`src/hw/rtl/branch_bit_instruction_execute_top_macros.svh`:
```
// Assertion helpers shared by the branch and bit execute block.
`ifndef BRANCH_BIT_INSTRUCTION_EXECUTE_TOP_MACROS_SVH
`define BRANCH_BIT_INSTRUCTION_EXECUTE_TOP_MACROS_SVH

`ifndef SYNTH
`define BBIE_ASSERT_CLK(lbl, clk_s, rst_s, prop, msg) \
  lbl: assert property (@(posedge clk_s) disable iff (rst_s) prop) else $error(msg);
`define BBIE_ASSERT(lbl, prop, msg) \
  `BBIE_ASSERT_CLK(lbl, clk, rst, prop, msg)
`else
`define BBIE_ASSERT_CLK(lbl, clk_s, rst_s, prop, msg)
`define BBIE_ASSERT(lbl, prop, msg)
`endif

`endif

```
`src/hw/rtl/bbie_pkg.sv`:
```
package bbie_pkg;

  // Opcodes decoded one by one
  localparam logic [7:0] OP_BPL      = 8'h10;
  localparam logic [7:0] OP_BMI      = 8'h30;
  localparam logic [7:0] OP_BVC      = 8'h50;
  localparam logic [7:0] OP_BVS      = 8'h70;
  localparam logic [7:0] OP_BCC      = 8'h90;
  localparam logic [7:0] OP_BCS      = 8'hb0;
  localparam logic [7:0] OP_BNE      = 8'hd0;
  localparam logic [7:0] OP_BEQ      = 8'hf0;
  localparam logic [7:0] OP_BRA      = 8'h2f;
  localparam logic [7:0] OP_JMP_IX   = 8'h1f;
  localparam logic [7:0] OP_CBNE_DP  = 8'h2e;
  localparam logic [7:0] OP_CBNE_DPX = 8'hde;
  localparam logic [7:0] OP_DBNZ_DP  = 8'h6e;
  localparam logic [7:0] OP_DBNZ_Y   = 8'hfe;

  // Opcode families decoded by pattern
  localparam logic [3:0] LO_BRANCH_BIT = 4'h3;
  localparam logic [3:0] LO_SET_CLR    = 4'h2;
  localparam logic [4:0] LO_CARRY_BIT  = 5'h0a;
  localparam int         OP_POL_BIT    = 4;   // 0x10: clear / branch-if-clear

  // PSW bit positions
  localparam int PSW_N = 7;
  localparam int PSW_V = 6;
  localparam int PSW_P = 5;
  localparam int PSW_Z = 1;
  localparam int PSW_C = 0;

  // abs.bit: low 13 bits address, top 3 bits select the bit
  localparam int ABS_ADDR_W = 13;
  localparam int BIT_SEL_W  = 3;
  localparam int ABS_HI_W   = ABS_ADDR_W - 8;

  // Instruction kinds
  localparam int KIND_W = 4;
  localparam logic [KIND_W-1:0] K_NONE    = 4'd0;
  localparam logic [KIND_W-1:0] K_FLAG_BR = 4'd1;
  localparam logic [KIND_W-1:0] K_JMP_IX  = 4'd2;
  localparam logic [KIND_W-1:0] K_CBNE    = 4'd3;
  localparam logic [KIND_W-1:0] K_DBNZ_DP = 4'd4;
  localparam logic [KIND_W-1:0] K_DBNZ_Y  = 4'd5;
  localparam logic [KIND_W-1:0] K_BIT_BR  = 4'd6;
  localparam logic [KIND_W-1:0] K_SET_CLR = 4'd7;
  localparam logic [KIND_W-1:0] K_CBIT    = 4'd8;

  // Carry / abs.bit operations, opcode bits 7:5
  localparam logic [2:0] CB_OR1    = 3'd0;
  localparam logic [2:0] CB_OR1_N  = 3'd1;
  localparam logic [2:0] CB_AND1   = 3'd2;
  localparam logic [2:0] CB_AND1_N = 3'd3;
  localparam logic [2:0] CB_EOR1   = 3'd4;
  localparam logic [2:0] CB_MOV1_C = 3'd5;
  localparam logic [2:0] CB_MOV1_M = 3'd6;
  localparam logic [2:0] CB_NOT1   = 3'd7;

  // Queue between decode and execute
  localparam int QDEPTH = 2;
  localparam int QPTR_W = (QDEPTH > 1) ? $clog2(QDEPTH) : 1;
  localparam int QCNT_W = $clog2(QDEPTH + 1);

  typedef struct packed {
    logic [KIND_W-1:0]    kind;
    logic                 cond;     // flag branch taken / bit wanted set / set vs clear
    logic [BIT_SEL_W-1:0] bit_sel;
    logic [2:0]           cb_op;
    logic [7:0]           d1;
    logic [7:0]           d2;
    logic [15:0]          pc;
    logic [7:0]           psw;
    logic [7:0]           a;
    logic [7:0]           y;
    logic [7:0]           m;
    logic [7:0]           m2;
  } q_item_t;

endpackage

```
`src/hw/rtl/bbie_req_if.sv`:
```
interface bbie_req_if;
  logic        valid;
  logic        ready;
  logic [7:0]  opcode;
  logic [7:0]  operand_first;
  logic [7:0]  operand_second;
  logic [15:0] program_counter;
  logic [7:0]  status_word;
  logic [7:0]  accumulator;
  logic [7:0]  index_x;
  logic [7:0]  index_y;
  logic [7:0]  mem_byte;
  logic [7:0]  mem_byte_next;

  modport source (
    output valid, opcode, operand_first, operand_second, program_counter,
           status_word, accumulator, index_x, index_y, mem_byte, mem_byte_next,
    input  ready
  );
  modport sink (
    input  valid, opcode, operand_first, operand_second, program_counter,
           status_word, accumulator, index_x, index_y, mem_byte, mem_byte_next,
    output ready
  );
endinterface

```
`src/hw/rtl/bbie_rsp_if.sv`:
```
interface bbie_rsp_if;
  logic        valid;
  logic        ready;
  logic        recognized;
  logic [15:0] next_pc;
  logic [7:0]  new_status;
  logic [7:0]  new_index_y;
  logic        write_enable;
  logic [15:0] write_address;
  logic [7:0]  write_data;

  modport source (
    output valid, recognized, next_pc, new_status, new_index_y,
           write_enable, write_address, write_data,
    input  ready
  );
  modport sink (
    input  valid, recognized, next_pc, new_status, new_index_y,
           write_enable, write_address, write_data,
    output ready
  );
endinterface

```
`src/hw/rtl/bbie_front.sv`:
```
module bbie_front (
  bbie_req_if.sink          req,
  input  logic              q_ready,
  output logic              push,
  output bbie_pkg::q_item_t push_item
);
  import bbie_pkg::*;

  logic [7:0] op;

  assign op        = req.opcode;
  assign req.ready = q_ready;
  assign push      = req.valid && q_ready;

  // Classify the opcode and resolve flag conditions up front
  always_comb begin
    push_item         = '0;
    push_item.d1      = req.operand_first;
    push_item.d2      = req.operand_second;
    push_item.pc      = req.program_counter;
    push_item.psw     = req.status_word;
    push_item.a       = req.accumulator;
    push_item.y       = req.index_y;
    push_item.m       = req.mem_byte;
    push_item.m2      = req.mem_byte_next;
    push_item.kind    = K_NONE;
    unique case (op)
      OP_BPL: begin push_item.kind = K_FLAG_BR; push_item.cond = !req.status_word[PSW_N]; end
      OP_BMI: begin push_item.kind = K_FLAG_BR; push_item.cond =  req.status_word[PSW_N]; end
      OP_BVC: begin push_item.kind = K_FLAG_BR; push_item.cond = !req.status_word[PSW_V]; end
      OP_BVS: begin push_item.kind = K_FLAG_BR; push_item.cond =  req.status_word[PSW_V]; end
      OP_BCC: begin push_item.kind = K_FLAG_BR; push_item.cond = !req.status_word[PSW_C]; end
      OP_BCS: begin push_item.kind = K_FLAG_BR; push_item.cond =  req.status_word[PSW_C]; end
      OP_BNE: begin push_item.kind = K_FLAG_BR; push_item.cond = !req.status_word[PSW_Z]; end
      OP_BEQ: begin push_item.kind = K_FLAG_BR; push_item.cond =  req.status_word[PSW_Z]; end
      OP_BRA: begin push_item.kind = K_FLAG_BR; push_item.cond = 1'b1; end
      OP_JMP_IX:   push_item.kind = K_JMP_IX;
      OP_CBNE_DP,
      OP_CBNE_DPX: push_item.kind = K_CBNE;
      OP_DBNZ_DP:  push_item.kind = K_DBNZ_DP;
      OP_DBNZ_Y:   push_item.kind = K_DBNZ_Y;
      default: begin
        priority if (op[3:0] == LO_BRANCH_BIT) begin
          push_item.kind    = K_BIT_BR;
          push_item.cond    = !op[OP_POL_BIT];
          push_item.bit_sel = op[OP_POL_BIT +: BIT_SEL_W];
        end else if (op[3:0] == LO_SET_CLR) begin
          push_item.kind    = K_SET_CLR;
          push_item.cond    = !op[OP_POL_BIT];
          push_item.bit_sel = op[OP_POL_BIT +: BIT_SEL_W];
        end else if (op[4:0] == LO_CARRY_BIT) begin
          push_item.kind    = K_CBIT;
          push_item.cond    = req.status_word[PSW_C];
          push_item.cb_op   = op[7:5];
          push_item.bit_sel = req.operand_second[ABS_HI_W +: BIT_SEL_W];
        end else begin
          push_item.kind    = K_NONE;
        end
      end
    endcase
  end

endmodule

```
`src/hw/rtl/bbie_queue.sv`:
```
`include "branch_bit_instruction_execute_top_macros.svh"

module bbie_queue (
  input  logic              clk,
  input  logic              rst,
  input  logic              push,
  input  bbie_pkg::q_item_t push_item,
  output logic              q_ready,
  input  logic              pop,
  output logic              q_valid,
  output bbie_pkg::q_item_t head
);
  import bbie_pkg::*;

  q_item_t           slots [QDEPTH];
  logic [QPTR_W-1:0] wr_ptr;
  logic [QPTR_W-1:0] rd_ptr;
  logic [QCNT_W-1:0] count;

  assign q_ready = (count != QCNT_W'(QDEPTH));
  assign q_valid = (count != '0);
  assign head    = slots[rd_ptr];

  always_ff @(posedge clk) begin
    if (push) begin
      slots[wr_ptr] <= push_item;
    end
  end

  always_ff @(posedge clk) begin
    if (rst) begin
      wr_ptr <= '0;
      rd_ptr <= '0;
      count  <= '0;
    end else begin
      if (push) begin
        wr_ptr <= (wr_ptr == QPTR_W'(QDEPTH - 1)) ? '0 : wr_ptr + QPTR_W'(1);
      end
      if (pop) begin
        rd_ptr <= (rd_ptr == QPTR_W'(QDEPTH - 1)) ? '0 : rd_ptr + QPTR_W'(1);
      end
      unique case ({push, pop})
        2'b10:   count <= count + QCNT_W'(1);
        2'b01:   count <= count - QCNT_W'(1);
        default: count <= count;
      endcase
    end
  end

  `BBIE_ASSERT(a_q_no_underflow, (pop |-> count != '0), "queue popped while empty")
  `BBIE_ASSERT(a_q_fill_step, ((push && !pop) |=> count == $past(count) + QCNT_W'(1)), "queue count did not advance on push")
  `BBIE_ASSERT(a_q_bound, (count <= QCNT_W'(QDEPTH)), "queue count past depth")

endmodule

```
`src/hw/rtl/bbie_back.sv`:
```
`include "branch_bit_instruction_execute_top_macros.svh"

module bbie_back (
  input  logic              clk,
  input  logic              rst,
  input  logic              q_valid,
  input  bbie_pkg::q_item_t head,
  output logic              pop,
  bbie_rsp_if.source        rsp
);
  import bbie_pkg::*;

  logic        out_valid;
  logic        rec_r, we_r;
  logic [15:0] npc_r, wa_r;
  logic [7:0]  npsw_r, ny_r, wd_r;

  logic        rec, we, take, carry, ncarry, m_bit;
  logic [15:0] npc, wa, target, dp_addr, abs_addr;
  logic [7:0]  npsw, ny, wd, disp, mask, m_dec, y_dec;

  assign pop = q_valid && (!out_valid || rsp.ready);

  always_comb begin
    disp     = ((head.kind == K_BIT_BR) || (head.kind == K_CBNE) || (head.kind == K_DBNZ_DP))
               ? head.d2 : head.d1;
    target   = head.pc + {{8{disp[7]}}, disp};
    mask     = 8'(1) << head.bit_sel;
    m_bit    = |(head.m & mask);
    m_dec    = head.m - 8'd1;
    y_dec    = head.y - 8'd1;
    dp_addr  = {7'b0, head.psw[PSW_P], head.d1};
    abs_addr = {{(16 - ABS_ADDR_W){1'b0}}, head.d2[ABS_HI_W-1:0], head.d1};
    carry    = head.psw[PSW_C];

    rec    = 1'b1;
    npc    = head.pc;
    npsw   = head.psw;
    ny     = head.y;
    we     = 1'b0;
    wa     = '0;
    wd     = '0;
    take   = 1'b0;
    ncarry = carry;

    unique case (head.kind)
      K_FLAG_BR: take = head.cond;
      K_JMP_IX:  npc  = {head.m2, head.m};
      K_CBNE:    take = (head.a != head.m);
      K_DBNZ_DP: begin
        we   = 1'b1;
        wa   = dp_addr;
        wd   = m_dec;
        take = (m_dec != '0);
      end
      K_DBNZ_Y: begin
        ny   = y_dec;
        take = (y_dec != '0);
      end
      K_BIT_BR:  take = (m_bit == head.cond);
      K_SET_CLR: begin
        we = 1'b1;
        wa = dp_addr;
        wd = head.cond ? (head.m | mask) : (head.m & ~mask);
      end
      K_CBIT: begin
        unique case (head.cb_op)
          CB_OR1:    ncarry = carry | m_bit;
          CB_OR1_N:  ncarry = carry | !m_bit;
          CB_AND1:   ncarry = carry & m_bit;
          CB_AND1_N: ncarry = carry & !m_bit;
          CB_EOR1:   ncarry = carry ^ m_bit;
          CB_MOV1_C: ncarry = m_bit;
          CB_MOV1_M: begin
            we = 1'b1;
            wa = abs_addr;
            wd = carry ? (head.m | mask) : (head.m & ~mask);
          end
          CB_NOT1: begin
            we = 1'b1;
            wa = abs_addr;
            wd = head.m ^ mask;
          end
        endcase
        npsw = {head.psw[7:1], ncarry};
      end
      default: rec = 1'b0;
    endcase

    if (take) begin
      npc = target;
    end
  end

  // Output register: load whenever the slot is free or being drained
  always_ff @(posedge clk) begin
    if (rst) begin
      out_valid <= 1'b0;
    end else if (!out_valid || rsp.ready) begin
      out_valid <= q_valid;
    end
  end

  always_ff @(posedge clk) begin
    if (pop) begin
      rec_r  <= rec;
      npc_r  <= npc;
      npsw_r <= npsw;
      ny_r   <= ny;
      we_r   <= we;
      wa_r   <= wa;
      wd_r   <= wd;
    end
  end

  assign rsp.valid         = out_valid;
  assign rsp.recognized    = rec_r;
  assign rsp.next_pc       = npc_r;
  assign rsp.new_status    = npsw_r;
  assign rsp.new_index_y   = ny_r;
  assign rsp.write_enable  = we_r;
  assign rsp.write_address = wa_r;
  assign rsp.write_data    = wd_r;

  `BBIE_ASSERT(a_bk_pop_loads, (pop |=> out_valid), "popped item did not reach output register")
  `BBIE_ASSERT(a_bk_nowrite_zero, ((out_valid && !we_r) |-> (wa_r == '0 && wd_r == '0)), "write fields not cleared without write")
  `BBIE_ASSERT(a_bk_unknown_nowrite, ((out_valid && !rec_r) |-> !we_r), "write from unrecognized opcode")

endmodule

```
`src/hw/rtl/branch_bit_instruction_execute_top.sv`:
```
// Branch and bit instruction execute: one item per cycle sustained while rsp is ready.
// An accepted item is written into the queue, then executed from the queue head
// into the output register; the execute path is one 16-bit pc add and byte mask logic.
// A 2-entry queue between decode and execute plus the output register absorb stalls.
// Reset (rst, synchronous, active high) empties the queue and the output register.
module branch_bit_instruction_execute_top (
  input  logic       clk,
  input  logic       rst,
  bbie_req_if.sink   req,
  bbie_rsp_if.source rsp
);
  import bbie_pkg::*;

  // Decode side to queue
  logic    push;
  logic    q_ready;
  q_item_t push_item;

  // Queue to execute side
  logic    q_valid;
  logic    pop;
  q_item_t head;

  // Front: accept items while the queue has room, classify the opcode, resolve
  // flag-branch conditions and pick the bit select.
  bbie_front u_front (
    .req       (req),
    .q_ready   (q_ready),
    .push      (push),
    .push_item (push_item)
  );

  // Queue: decouple decode from execute so either side can stall alone.
  bbie_queue u_queue (
    .clk       (clk),
    .rst       (rst),
    .push      (push),
    .push_item (push_item),
    .q_ready   (q_ready),
    .pop       (pop),
    .q_valid   (q_valid),
    .head      (head)
  );

  // Back: compute next pc, psw, Y and the memory write; hold the result in the
  // output register until the consumer takes it.
  bbie_back u_back (
    .clk     (clk),
    .rst     (rst),
    .q_valid (q_valid),
    .head    (head),
    .pop     (pop),
    .rsp     (rsp)
  );

endmodule

```
`src/flat_wrapper.sv`:
```
// flat-port wrapper written by rule: the top's interface ports become plain ports
module branch_bit_instruction_execute_top_flat import bbie_pkg::*;
  (clk, rst, req_valid, req_opcode, req_operand_first, req_operand_second, req_program_counter, req_status_word, req_accumulator, req_index_x, req_index_y, req_mem_byte, req_mem_byte_next, req_ready, rsp_valid, rsp_recognized, rsp_next_pc, rsp_new_status, rsp_new_index_y, rsp_write_enable, rsp_write_address, rsp_write_data, rsp_ready);
  bbie_req_if req_i ();
  bbie_rsp_if rsp_i ();
  input  logic clk;
  input  logic rst;
  input wire logic [$bits(req_i.valid)-1:0] req_valid;
  input wire logic [$bits(req_i.opcode)-1:0] req_opcode;
  input wire logic [$bits(req_i.operand_first)-1:0] req_operand_first;
  input wire logic [$bits(req_i.operand_second)-1:0] req_operand_second;
  input wire logic [$bits(req_i.program_counter)-1:0] req_program_counter;
  input wire logic [$bits(req_i.status_word)-1:0] req_status_word;
  input wire logic [$bits(req_i.accumulator)-1:0] req_accumulator;
  input wire logic [$bits(req_i.index_x)-1:0] req_index_x;
  input wire logic [$bits(req_i.index_y)-1:0] req_index_y;
  input wire logic [$bits(req_i.mem_byte)-1:0] req_mem_byte;
  input wire logic [$bits(req_i.mem_byte_next)-1:0] req_mem_byte_next;
  output wire logic [$bits(req_i.ready)-1:0] req_ready;
  output wire logic [$bits(rsp_i.valid)-1:0] rsp_valid;
  output wire logic [$bits(rsp_i.recognized)-1:0] rsp_recognized;
  output wire logic [$bits(rsp_i.next_pc)-1:0] rsp_next_pc;
  output wire logic [$bits(rsp_i.new_status)-1:0] rsp_new_status;
  output wire logic [$bits(rsp_i.new_index_y)-1:0] rsp_new_index_y;
  output wire logic [$bits(rsp_i.write_enable)-1:0] rsp_write_enable;
  output wire logic [$bits(rsp_i.write_address)-1:0] rsp_write_address;
  output wire logic [$bits(rsp_i.write_data)-1:0] rsp_write_data;
  input wire logic [$bits(rsp_i.ready)-1:0] rsp_ready;
  assign req_i.valid = req_valid;
  assign req_i.opcode = req_opcode;
  assign req_i.operand_first = req_operand_first;
  assign req_i.operand_second = req_operand_second;
  assign req_i.program_counter = req_program_counter;
  assign req_i.status_word = req_status_word;
  assign req_i.accumulator = req_accumulator;
  assign req_i.index_x = req_index_x;
  assign req_i.index_y = req_index_y;
  assign req_i.mem_byte = req_mem_byte;
  assign req_i.mem_byte_next = req_mem_byte_next;
  assign req_ready = req_i.ready;
  assign rsp_valid = rsp_i.valid;
  assign rsp_recognized = rsp_i.recognized;
  assign rsp_next_pc = rsp_i.next_pc;
  assign rsp_new_status = rsp_i.new_status;
  assign rsp_new_index_y = rsp_i.new_index_y;
  assign rsp_write_enable = rsp_i.write_enable;
  assign rsp_write_address = rsp_i.write_address;
  assign rsp_write_data = rsp_i.write_data;
  assign rsp_i.ready = rsp_ready;
  branch_bit_instruction_execute_top u_core (.clk(clk), .rst(rst), .req(req_i), .rsp(rsp_i));
endmodule
```
`config.mk`:
```
export PLATFORM = sky130hd
export DESIGN_NAME = branch_bit_instruction_execute_top_flat
export DESIGN_NICKNAME = d
export VERILOG_FILES = /design/src/hw/rtl/bbie_pkg.sv /design/src/hw/rtl/bbie_req_if.sv /design/src/hw/rtl/bbie_rsp_if.sv /design/src/hw/rtl/bbie_front.sv /design/src/hw/rtl/bbie_queue.sv /design/src/hw/rtl/bbie_back.sv /design/src/hw/rtl/branch_bit_instruction_execute_top.sv /design/src/flat_wrapper.sv
export VERILOG_INCLUDE_DIRS = /design/src /design/src/hw/rtl
export SDC_FILE = /design/constraint.sdc
export NUM_CORES = 1
export LEC_CHECK = 0
export BUFFER_PORTS_ARGS = -buffer_cell sky130_fd_sc_hd__buf_2
export CORE_MARGIN = 2
export CORE_UTILIZATION = 30
export CTS_BUF_LIST = sky130_fd_sc_hd__clkbuf_8
export DETAILED_ROUTE_END_ITERATION = 16
export GPL_ROUTABILITY_DRIVEN = 0
export SLEW_MARGIN = 20
export SYNTH_ARGS = -nofsm -noshare
export SYNTH_HDL_FRONTEND = slang
export SYNTH_SLANG_ARGS = --single-unit
```
`constraint.sdc`:
```
create_clock -name clk -period 4.5 [get_ports clk]
set_clock_uncertainty 0.1 [all_clocks]
set_input_delay 0.675 -clock clk [delete_from_list [all_inputs] [get_ports clk]]
set_output_delay 0.675 -clock clk [all_outputs]
set_load 0.01 [all_outputs]
```
==> results of run 1 <==
[cell type report]
| class | instances | area (µm²) |
|---|---|---|
| Sequential cell | 227 | 6760 |
| Fill cell | 3467 | 22500 |
| Inverter | 20 | 75.1 |
| Clock buffer | 42 | 578 |
| Antenna cell | 1 | 2.50 |
| Timing Repair Buffer | 172 | 966 |
| Multi-Input combinational cell | 502 | 3990 |
| Clock inverter | 31 | 253 |
| Tap cell | 461 | 577 |
[path summary, 6_finish.rpt]
check                                        start                                      end  slack, ns  depth (start not counted)
max          u_core.u_queue.slots[1][82]$_DFFE_PP_  u_core.u_back.rsp.next_pc[15]$_DFFE_PP_       0.24                         15
min                             req_status_word[2]    u_core.u_queue.slots[0][34]$_DFFE_PP_       0.20                          1
max reg2reg  u_core.u_queue.slots[1][82]$_DFFE_PP_  u_core.u_back.rsp.next_pc[15]$_DFFE_PP_       0.24                         15
min reg2reg     u_core.u_queue.rd_ptr$_SDFFE_PP0P_       u_core.u_queue.rd_ptr$_SDFFE_PP0P_       0.41                          2
[routing by layer]
layer / up-vias / global-route usage (%) / routed length, µm
li1: 3385 / - / -
met4: 6 / 4.44 / 620
met1: 3444 / 18.0 / 11900
met5: - / 0 / 34
met2: 210 / 22.8 / 12700
met3: 50 / 3.51 / 1540
[worst max-delay path: stages, from the launching register on]
cell and delay (ns):
sky130_fd_sc_hd__edfxtp_1 0.47, sky130_fd_sc_hd__nor4bb_2 0.39, sky130_fd_sc_hd__nor2_1 0.12, sky130_fd_sc_hd__o21ai_1 0.09
sky130_fd_sc_hd__buf_4 0.19, sky130_fd_sc_hd__mux4_2 0.33, sky130_fd_sc_hd__ha_1 0.35, sky130_fd_sc_hd__a211oi_2 0.27
sky130_fd_sc_hd__o21ai_0 0.17, sky130_fd_sc_hd__a311oi_2 0.31, sky130_fd_sc_hd__o21ba_2 0.22, sky130_fd_sc_hd__o21ai_1 0.11
sky130_fd_sc_hd__and3_1 0.23, sky130_fd_sc_hd__a311oi_2 0.29, sky130_fd_sc_hd__xor2_1 0.10, sky130_fd_sc_hd__mux2_4 0.25
[metrics by stage]
step	area, µm²	TNS, ns	total power, mW
finish	13200	0	8.99
global route	13200	-0.119	9.61
CTS	13200	0	9.11
detailed placement	12300	0	7.07
global placement	12300	0	7.02
floorplan	11000	0	5.89
[state kept, by name, indices dropped and copies added (netlist names), 2 cells and up, named ones only]
register / count
u_core.u_back.rsp.new_index_y: 8
u_core.u_back.rsp.new_status: 8
u_core.u_back.rsp.next_pc: 16
u_core.u_back.rsp.write_address: 13
u_core.u_back.rsp.write_data: 8
u_core.u_queue.count: 2
u_core.u_queue.slots: 166
[cells in the final DEF, fill, tap and decap left out, types with 6 or more instances in the layout]
| cell type | netlist | final |
|---|---|---|
| sky130_fd_sc_hd__a21o_1 | 6 | 6 |
| sky130_fd_sc_hd__a21oi_1 | 26 | 25 |
| sky130_fd_sc_hd__a31oi_1 | 8 | 8 |
| sky130_fd_sc_hd__buf_2 | 11 | 140 |
| sky130_fd_sc_hd__buf_4 | 7 | 30 |
| sky130_fd_sc_hd__clkbuf_8 | 0 | 42 |
| sky130_fd_sc_hd__clkinv_1 | 1 | 11 |
| sky130_fd_sc_hd__edfxtp_1 | 221 | 221 |
| sky130_fd_sc_hd__ha_1 | 27 | 27 |
| sky130_fd_sc_hd__inv_1 | 16 | 25 |
| sky130_fd_sc_hd__mux2_2 | 26 | 26 |
| sky130_fd_sc_hd__mux2i_1 | 79 | 78 |
| sky130_fd_sc_hd__mux4_2 | 9 | 9 |
| sky130_fd_sc_hd__nand2_1 | 18 | 18 |
| sky130_fd_sc_hd__nand2b_1 | 6 | 6 |
| sky130_fd_sc_hd__nand3_1 | 11 | 11 |
| sky130_fd_sc_hd__nor2_1 | 66 | 65 |
| sky130_fd_sc_hd__nor2b_1 | 6 | 6 |
| sky130_fd_sc_hd__nor3_1 | 16 | 16 |
| sky130_fd_sc_hd__nor3b_1 | 6 | 6 |
| sky130_fd_sc_hd__nor4_1 | 7 | 7 |
| sky130_fd_sc_hd__o21a_1 | 8 | 7 |
| sky130_fd_sc_hd__o21ai_0 | 29 | 27 |
| sky130_fd_sc_hd__o21ai_1 | 7 | 8 |
| sky130_fd_sc_hd__xnor2_1 | 29 | 29 |
| sky130_fd_sc_hd__xor2_1 | 16 | 16 |
[kinds of logic (layout without fill, tap and decap cells)]
family / Yosys count / in the layout / share of synthesized area, %
flip-flops: 227 / 227 / 61.8
AND/OR/NAND/NOR: 172 / 172 / 8.22
AO/OA/AOI/OAI: 134 / 134 / 8.13
multiplexers: 119 / 119 / 12.6
buffers and inverters: 50 / 265 / 2.22
XOR/XNOR: 45 / 45 / 3.61
adder cells (fa/ha/maj): 29 / 29 / 3.37
other: 1 / 4 / 0.0343
[repair_timing]
action                     in CTS  in global routing
buffers inserted                0                  0
setup endpoints to repair       0                  3
resized for setup               0                  5
[where the power goes]
| group | leakage, nW | internal, mW | switching [mW] | total, mW |
|---|---|---|---|---|
| logic | 2.32 | 1.61 | 2.20 | 3.82 |
| registers | 2.14 | 3.01 | 0.184 | 3.19 |
| clock network | 0.459 | 1.11 | 0.872 | 1.98 |
==> impl_metrics.xml, run 1 <==
<?xml version="1.0" encoding="UTF-8"?>
<metrics>
  <group name="detailed_routing">
    <metric name="post_drt_via_cell_ratio" unit="">4.87</metric>
    <metric name="drc" unit="">0</metric>
    <metric name="drtIter0Drc" unit="">294</metric>
    <metric name="post_drt_wl_per_cell" unit="µm">18.4</metric>
    <metric name="firstDrtPassIters" unit="">4</metric>
    <metric name="remaining_antenna_violation_count" unit="">0</metric>
    <metric name="dr_total_vias" unit="">7095</metric>
    <metric name="route.final.wire_length" unit="µm">26800</metric>
  </group>
  <group name="global_route">
    <metric name="gr-usage-all-layers" unit="%">13.9</metric>
    <metric name="grt_start_max_net_pins" unit="">84</metric>
    <metric name="grt_overflow_total" unit="">0</metric>
    <metric name="antenna_found_initial" unit="">4</metric>
    <metric name="first_global_vias" unit="">6956</metric>
    <metric name="grt_first_pass_wirelength" unit="µm">40200</metric>
  </group>
  <group name="final_layout">
    <metric name="final_util" unit="%">36.9</metric>
    <metric name="finish.cell_count_without_fillers" unit="">1456</metric>
    <metric name="final_layout_size_suffix_gt1_share" unit="%">29.0</metric>
    <metric name="area.growth.synth_to_final" unit="%">20.8</metric>
    <metric name="layout.nets" unit="">1084</metric>
  </group>
  <group name="pwr">
    <metric name="power-per-cell-area" unit="nW/µm²">681</metric>
    <metric name="ir_worst_vdd" unit="µV">440</metric>
    <metric name="static_leakage" unit="nW">4.92</metric>
  </group>
  <group name="sta">
    <metric name="setup_ws" unit="ns">0.243</metric>
    <metric name="final-max-slew-violation-count" unit="">0</metric>
    <metric name="slew_headroom" unit="%">28.9</metric>
    <metric name="finalHoldViolations" unit="">0</metric>
    <metric name="setup_violations" unit="">0</metric>
    <metric name="worst-slew-pin-transition" unit="ns">1.04</metric>
    <metric name="fmax" unit="MHz">235</metric>
    <metric name="final.period_utilization" unit="%">94.6</metric>
    <metric name="final.min_clock_period" unit="ns">4.26</metric>
    <metric name="whs" unit="ns">0.196</metric>
  </group>
  <group name="clock_network">
    <metric name="h-tree-depth" unit="">2</metric>
    <metric name="cts.hold.buffers_added" unit="">0</metric>
    <metric name="cts_made_buffers" unit="">41</metric>
    <metric name="clk-insertion-delay-late" unit="ns">0.57</metric>
    <metric name="clk_path_buf_depth" unit="">3</metric>
    <metric name="cts_tree" unit="">done</metric>
    <metric name="ctsRootBufferMaster" unit="">sky130_fd_sc_hd__clkbuf_8</metric>
    <metric name="cts.clk_slew.worst_paths" unit="ns">0.06</metric>
    <metric name="clock-sinks" unit="">227</metric>
  </group>
  <group name="worst_setup_path">
    <metric name="worst-path-max-fanout" unit="">7</metric>
    <metric name="cp_data_arrival_time" unit="ns">4.46</metric>
    <metric name="crit_type" unit="">reg -&gt; reg</metric>
    <metric name="critPathRequiredTime" unit="ns">4.70</metric>
    <metric name="crit_path_start_kind" unit="">flop</metric>
    <metric name="cp-end-kind" unit="">flop</metric>
  </group>
  <group name="floorplan">
    <metric name="ios" unit="">152</metric>
    <metric name="fp_rows" unit="">69</metric>
    <metric name="floorplan.die_area" unit="µm²">38000</metric>
    <metric name="placeableCoreArea" unit="µm²">35700</metric>
    <metric name="floorplan.initialDensity" unit="%">30.6</metric>
    <metric name="floorplan.die.height" unit="µm">195</metric>
    <metric name="die_w" unit="µm">195</metric>
  </group>
  <group name="hold_path">
    <metric name="timing.hold.worst.class" unit="">in -&gt; reg</metric>
  </group>
  <group name="yosys">
    <metric name="synthesis.instances" unit="">777</metric>
    <metric name="synth.yosys.warnings" unit="">0</metric>
    <metric name="synth-edff-count" unit="">221</metric>
    <metric name="synth.distinct_cells" unit="">75</metric>
    <metric name="yosysTopAreaCell" unit="">sky130_fd_sc_hd__edfxtp_1</metric>
    <metric name="ys_ff_latch" unit="">227</metric>
    <metric name="synth.top_cell.area_share" unit="%">60.7</metric>
    <metric name="fraction_of_the_yosys_area_taken_by_sequential_cells" unit="%">61.8</metric>
    <metric name="ys_dominant_reg_cell" unit="">sky130_fd_sc_hd__edfxtp_1</metric>
    <metric name="ys_async_sr_fraction" unit="%">0</metric>
    <metric name="synthTopCellsByArea" unit="">sky130_fd_sc_hd__edfxtp_1, sky130_fd_sc_hd__mux2i_1, sky130_fd_sc_hd__ha_1, sky130_fd_sc_hd__mux2_2, sky130_fd_sc_hd__xnor2_1</metric>
    <metric name="synth_area" unit="µm²">10900</metric>
    <metric name="syn_avg_cell_area" unit="µm²">14.1</metric>
    <metric name="synthTopCellsByCount" unit="">sky130_fd_sc_hd__edfxtp_1, sky130_fd_sc_hd__mux2i_1, sky130_fd_sc_hd__nor2_1</metric>
    <metric name="synth_most_common_cell" unit="">sky130_fd_sc_hd__edfxtp_1</metric>
  </group>
  <group name="outcome">
    <metric name="status" unit="">finished clean</metric>
  </group>
  <group name="placement">
    <metric name="detailedPlace.worstSlack" unit="ns">0.173</metric>
    <metric name="io_buffer_count" unit="">140</metric>
    <metric name="dp_hpwl" unit="µm">18600</metric>
    <metric name="dp.cells" unit="">1382</metric>
  </group>
  <group name="job">
    <metric name="cap_viol_max_count" unit="">0</metric>
  </group>
</metrics>
No activity file was read; power rests on OpenSTA's default activity.
==> run 2: changes to the inputs <==
Settings changed: BUFFER_PORTS_ARGS -buffer_cell sky130_fd_sc_hd__buf_2 to -buffer_cell sky130_fd_sc_hd__buf_4.
==> impl_metrics.xml, run 2 (synthesized netlist as in run 1, its figures left out) <==
<?xml version="1.0" encoding="UTF-8"?>
<metrics>
  <group name="floorplan">
    <metric name="floorplan.die_area" unit="µm²">38000</metric>
    <metric name="fp_rows" unit="">69</metric>
    <metric name="placeableCoreArea" unit="µm²">35700</metric>
    <metric name="ios" unit="">152</metric>
    <metric name="floorplan.initialDensity" unit="%">30.6</metric>
    <metric name="floorplan.die.height" unit="µm">195</metric>
    <metric name="die_w" unit="µm">195</metric>
  </group>
  <group name="global_route">
    <metric name="grt_start_max_net_pins" unit="">84</metric>
    <metric name="gr-usage-all-layers" unit="%">14.2</metric>
    <metric name="grt_overflow_total" unit="">0</metric>
    <metric name="first_global_vias" unit="">7210</metric>
    <metric name="antenna_found_initial" unit="">2</metric>
    <metric name="grt_first_pass_wirelength" unit="µm">40800</metric>
  </group>
  <group name="worst_setup_path">
    <metric name="critical-path-top-cell-by-count" unit="">sky130_fd_sc_hd__a21o_1</metric>
    <metric name="path_delay_family" unit="">compound AO/OA/AOI/OAI gates</metric>
    <metric name="crit_type" unit="">reg -&gt; reg</metric>
    <metric name="worst-path-max-fanout" unit="">13</metric>
    <metric name="crit_slowest_cell" unit="">sky130_fd_sc_hd__o2111ai_1</metric>
    <metric name="critPathRequiredTime" unit="ns">4.74</metric>
    <metric name="critical_path.max_stage_delay" unit="ns">0.48</metric>
    <metric name="ordered_cell_list_for_the_critical_path" unit="">buf_4 -&gt; mux2_2 -&gt; o21a_1 -&gt; o2111ai_1 -&gt; nand2_1 -&gt; inv_1 -&gt; ha_1 -&gt; a21o_1 -&gt; a21o_1 -&gt; or4_1 -&gt; a31oi_1 -&gt; a311oi_2 -&gt; xor2_1 -&gt; mux2_4</metric>
    <metric name="cp_data_arrival_time" unit="ns">4.51</metric>
    <metric name="crit_path_start_kind" unit="">flop</metric>
    <metric name="cp-end-kind" unit="">flop</metric>
    <metric name="timing.critical_path.buf_inv" unit="">2</metric>
  </group>
  <group name="outcome">
    <metric name="status" unit="">finished clean</metric>
  </group>
  <group name="sta">
    <metric name="slew_headroom" unit="%">25.0</metric>
    <metric name="fin_tns_setup" unit="ns">0</metric>
    <metric name="finalHoldViolations" unit="">0</metric>
    <metric name="setup_violations" unit="">0</metric>
    <metric name="final-max-slew-violation-count" unit="">0</metric>
    <metric name="final.period_utilization" unit="%">94.8</metric>
    <metric name="worst-slew-pin-transition" unit="ns">1.09</metric>
    <metric name="fmax" unit="MHz">235</metric>
    <metric name="rsz0062_at_grt" unit="">no</metric>
    <metric name="final.min_clock_period" unit="ns">4.26</metric>
  </group>
  <group name="pwr">
    <metric name="power-per-cell-area" unit="nW/µm²">673</metric>
    <metric name="ir_worst_vdd" unit="µV">431</metric>
    <metric name="static_leakage" unit="nW">5.07</metric>
  </group>
  <group name="clock_network">
    <metric name="clk-insertion-delay-late" unit="ns">0.60</metric>
    <metric name="cts_made_buffers" unit="">41</metric>
    <metric name="cts.hold.buffers_added" unit="">0</metric>
    <metric name="clk_path_buf_depth" unit="">3</metric>
    <metric name="h-tree-depth" unit="">2</metric>
    <metric name="ctsRootBufferMaster" unit="">sky130_fd_sc_hd__clkbuf_8</metric>
    <metric name="cts.clk_slew.worst_paths" unit="ns">0.06</metric>
    <metric name="cts_tree" unit="">done</metric>
    <metric name="clock-sinks" unit="">227</metric>
  </group>
  <group name="final_layout">
    <metric name="layout.nets" unit="">1092</metric>
    <metric name="final_util" unit="%">38.1</metric>
    <metric name="final_layout_size_suffix_gt1_share" unit="%">30.0</metric>
    <metric name="largest_register_ff_count" unit="">166</metric>
    <metric name="largest_register_by_flop_count" unit="">u_core.u_queue.slots</metric>
    <metric name="area.growth.synth_to_final" unit="%">24.5</metric>
    <metric name="mostFrequentLayoutCells" unit="">sky130_fd_sc_hd__edfxtp_1, sky130_fd_sc_hd__buf_4, sky130_fd_sc_hd__mux2i_1, sky130_fd_sc_hd__nor2_1, sky130_fd_sc_hd__clkbuf_8</metric>
    <metric name="most_frequent_standard_cell_in_the_layout_excluding_fill_and_tap_cells" unit="">sky130_fd_sc_hd__edfxtp_1</metric>
    <metric name="antennaDiodeCount" unit="">0</metric>
  </group>
  <group name="detailed_routing">
    <metric name="firstDrtPassIters" unit="">4</metric>
    <metric name="route.final.wire_length" unit="µm">27100</metric>
    <metric name="post_drt_wl_per_cell" unit="µm">18.5</metric>
    <metric name="remaining_antenna_violation_count" unit="">0</metric>
    <metric name="drtIter0Drc" unit="">311</metric>
    <metric name="dr_total_vias" unit="">7136</metric>
    <metric name="drc" unit="">0</metric>
    <metric name="post_drt_via_cell_ratio" unit="">4.87</metric>
  </group>
  <group name="placement">
    <metric name="io_buffer_count" unit="">140</metric>
    <metric name="dp_hpwl" unit="µm">18700</metric>
  </group>
  <group name="hold_path">
    <metric name="timing.hold.worst.class" unit="">in -&gt; reg</metric>
  </group>
  <group name="job">
    <metric name="cap_viol_max_count" unit="">0</metric>
  </group>
</metrics>
==> run 2: timing repair <==
item | 4_1_cts | 5_1_grt
gates resized for setup | 0 | 9
endpoints found under the setup margin | 0 | 5
hold endpoints to repair | 0 | 0
buffers inserted | 0 | 5
==> run 2: layer usage <==
layer / vias to the layer above / routed length (µm) / GRT usage (%)
met5: - / 33 / 0
met4: 4 / 655 / 4.58
met3: 54 / 1730 / 4.51
met2: 200 / 12900 / 23.4
met1: 3481 / 11800 / 17.8
li1: 3397 / - / -
==> run 2: where the power goes <==
group          leakage, nW  total (mW)  internal (mW)  switching (mW)
sequential            2.14        3.21           3.01           0.193
combinational         2.48        4.01           1.77            2.24
clock                0.455        1.94           1.04           0.896
total                 5.07        9.15           5.82            3.33
==> run 2: layout make-up <==
type,instances,area [µm²]
sequential,227,6760
clock inverter,35,246
clock buffer,41,564
tap,461,577
inverter,20,75.1
multi-input combinational,502,4010
timing repair buffer,180,1360
fill,3474,22100
==> run 2: worst reg2reg max path: stages, from the launching register on <==
cell and delay (ns):
sky130_fd_sc_hd__dfxtp_4 0.41, sky130_fd_sc_hd__buf_4 0.26, sky130_fd_sc_hd__mux2_2 0.44, sky130_fd_sc_hd__o21a_1 0.18
sky130_fd_sc_hd__o2111ai_1 0.48, sky130_fd_sc_hd__nand2_1 0.14, sky130_fd_sc_hd__inv_1 0.20, sky130_fd_sc_hd__ha_1 0.32
sky130_fd_sc_hd__a21o_1 0.18, sky130_fd_sc_hd__a21o_1 0.21, sky130_fd_sc_hd__or4_1 0.40, sky130_fd_sc_hd__a31oi_1 0.19
sky130_fd_sc_hd__a311oi_2 0.07, sky130_fd_sc_hd__xor2_1 0.17, sky130_fd_sc_hd__mux2_4 0.25
==> run 2: stage by stage <==
stage / setup slack [ns] / instance area, µm² / instances / power, mW / hold slack [ns]
2_1_floorplan: 0.00192 / 11000 / 779 / 5.89 / 0.379
3_3_place_gp: 0.161 / 12700 / 1385 / 7.17 / 0.399
3_5_place_dp: 0.0996 / 12700 / 1385 / 7.23 / 0.411
5_1_grt: 0.0187 / 13600 / 1466 / 9.76 / 0.111
6_report: 0.236 / 13600 / 1466 / 9.15 / 0.157
4_1_cts: 0.0930 / 13500 / 1461 / 9.23 / 0.0945
==> run 2: path summary, 6_finish.rpt <==
kind	startpoint	end	slack, ns	cells past startpoint
worst max-delay path	flop	u_core.u_back.rsp.next_pc[15]$_DFFE_PP_	0.24	14
worst min-delay path	req_status_word[5]	u_core.u_queue.slots[0][37]$_DFFE_PP_	0.16	1
worst max register to register	flop	u_core.u_back.rsp.next_pc[15]$_DFFE_PP_	0.24	14
worst min register to register	u_core.u_queue.rd_ptr$_SDFFE_PP0P_	u_core.u_queue.rd_ptr$_SDFFE_PP0P_	0.42	2
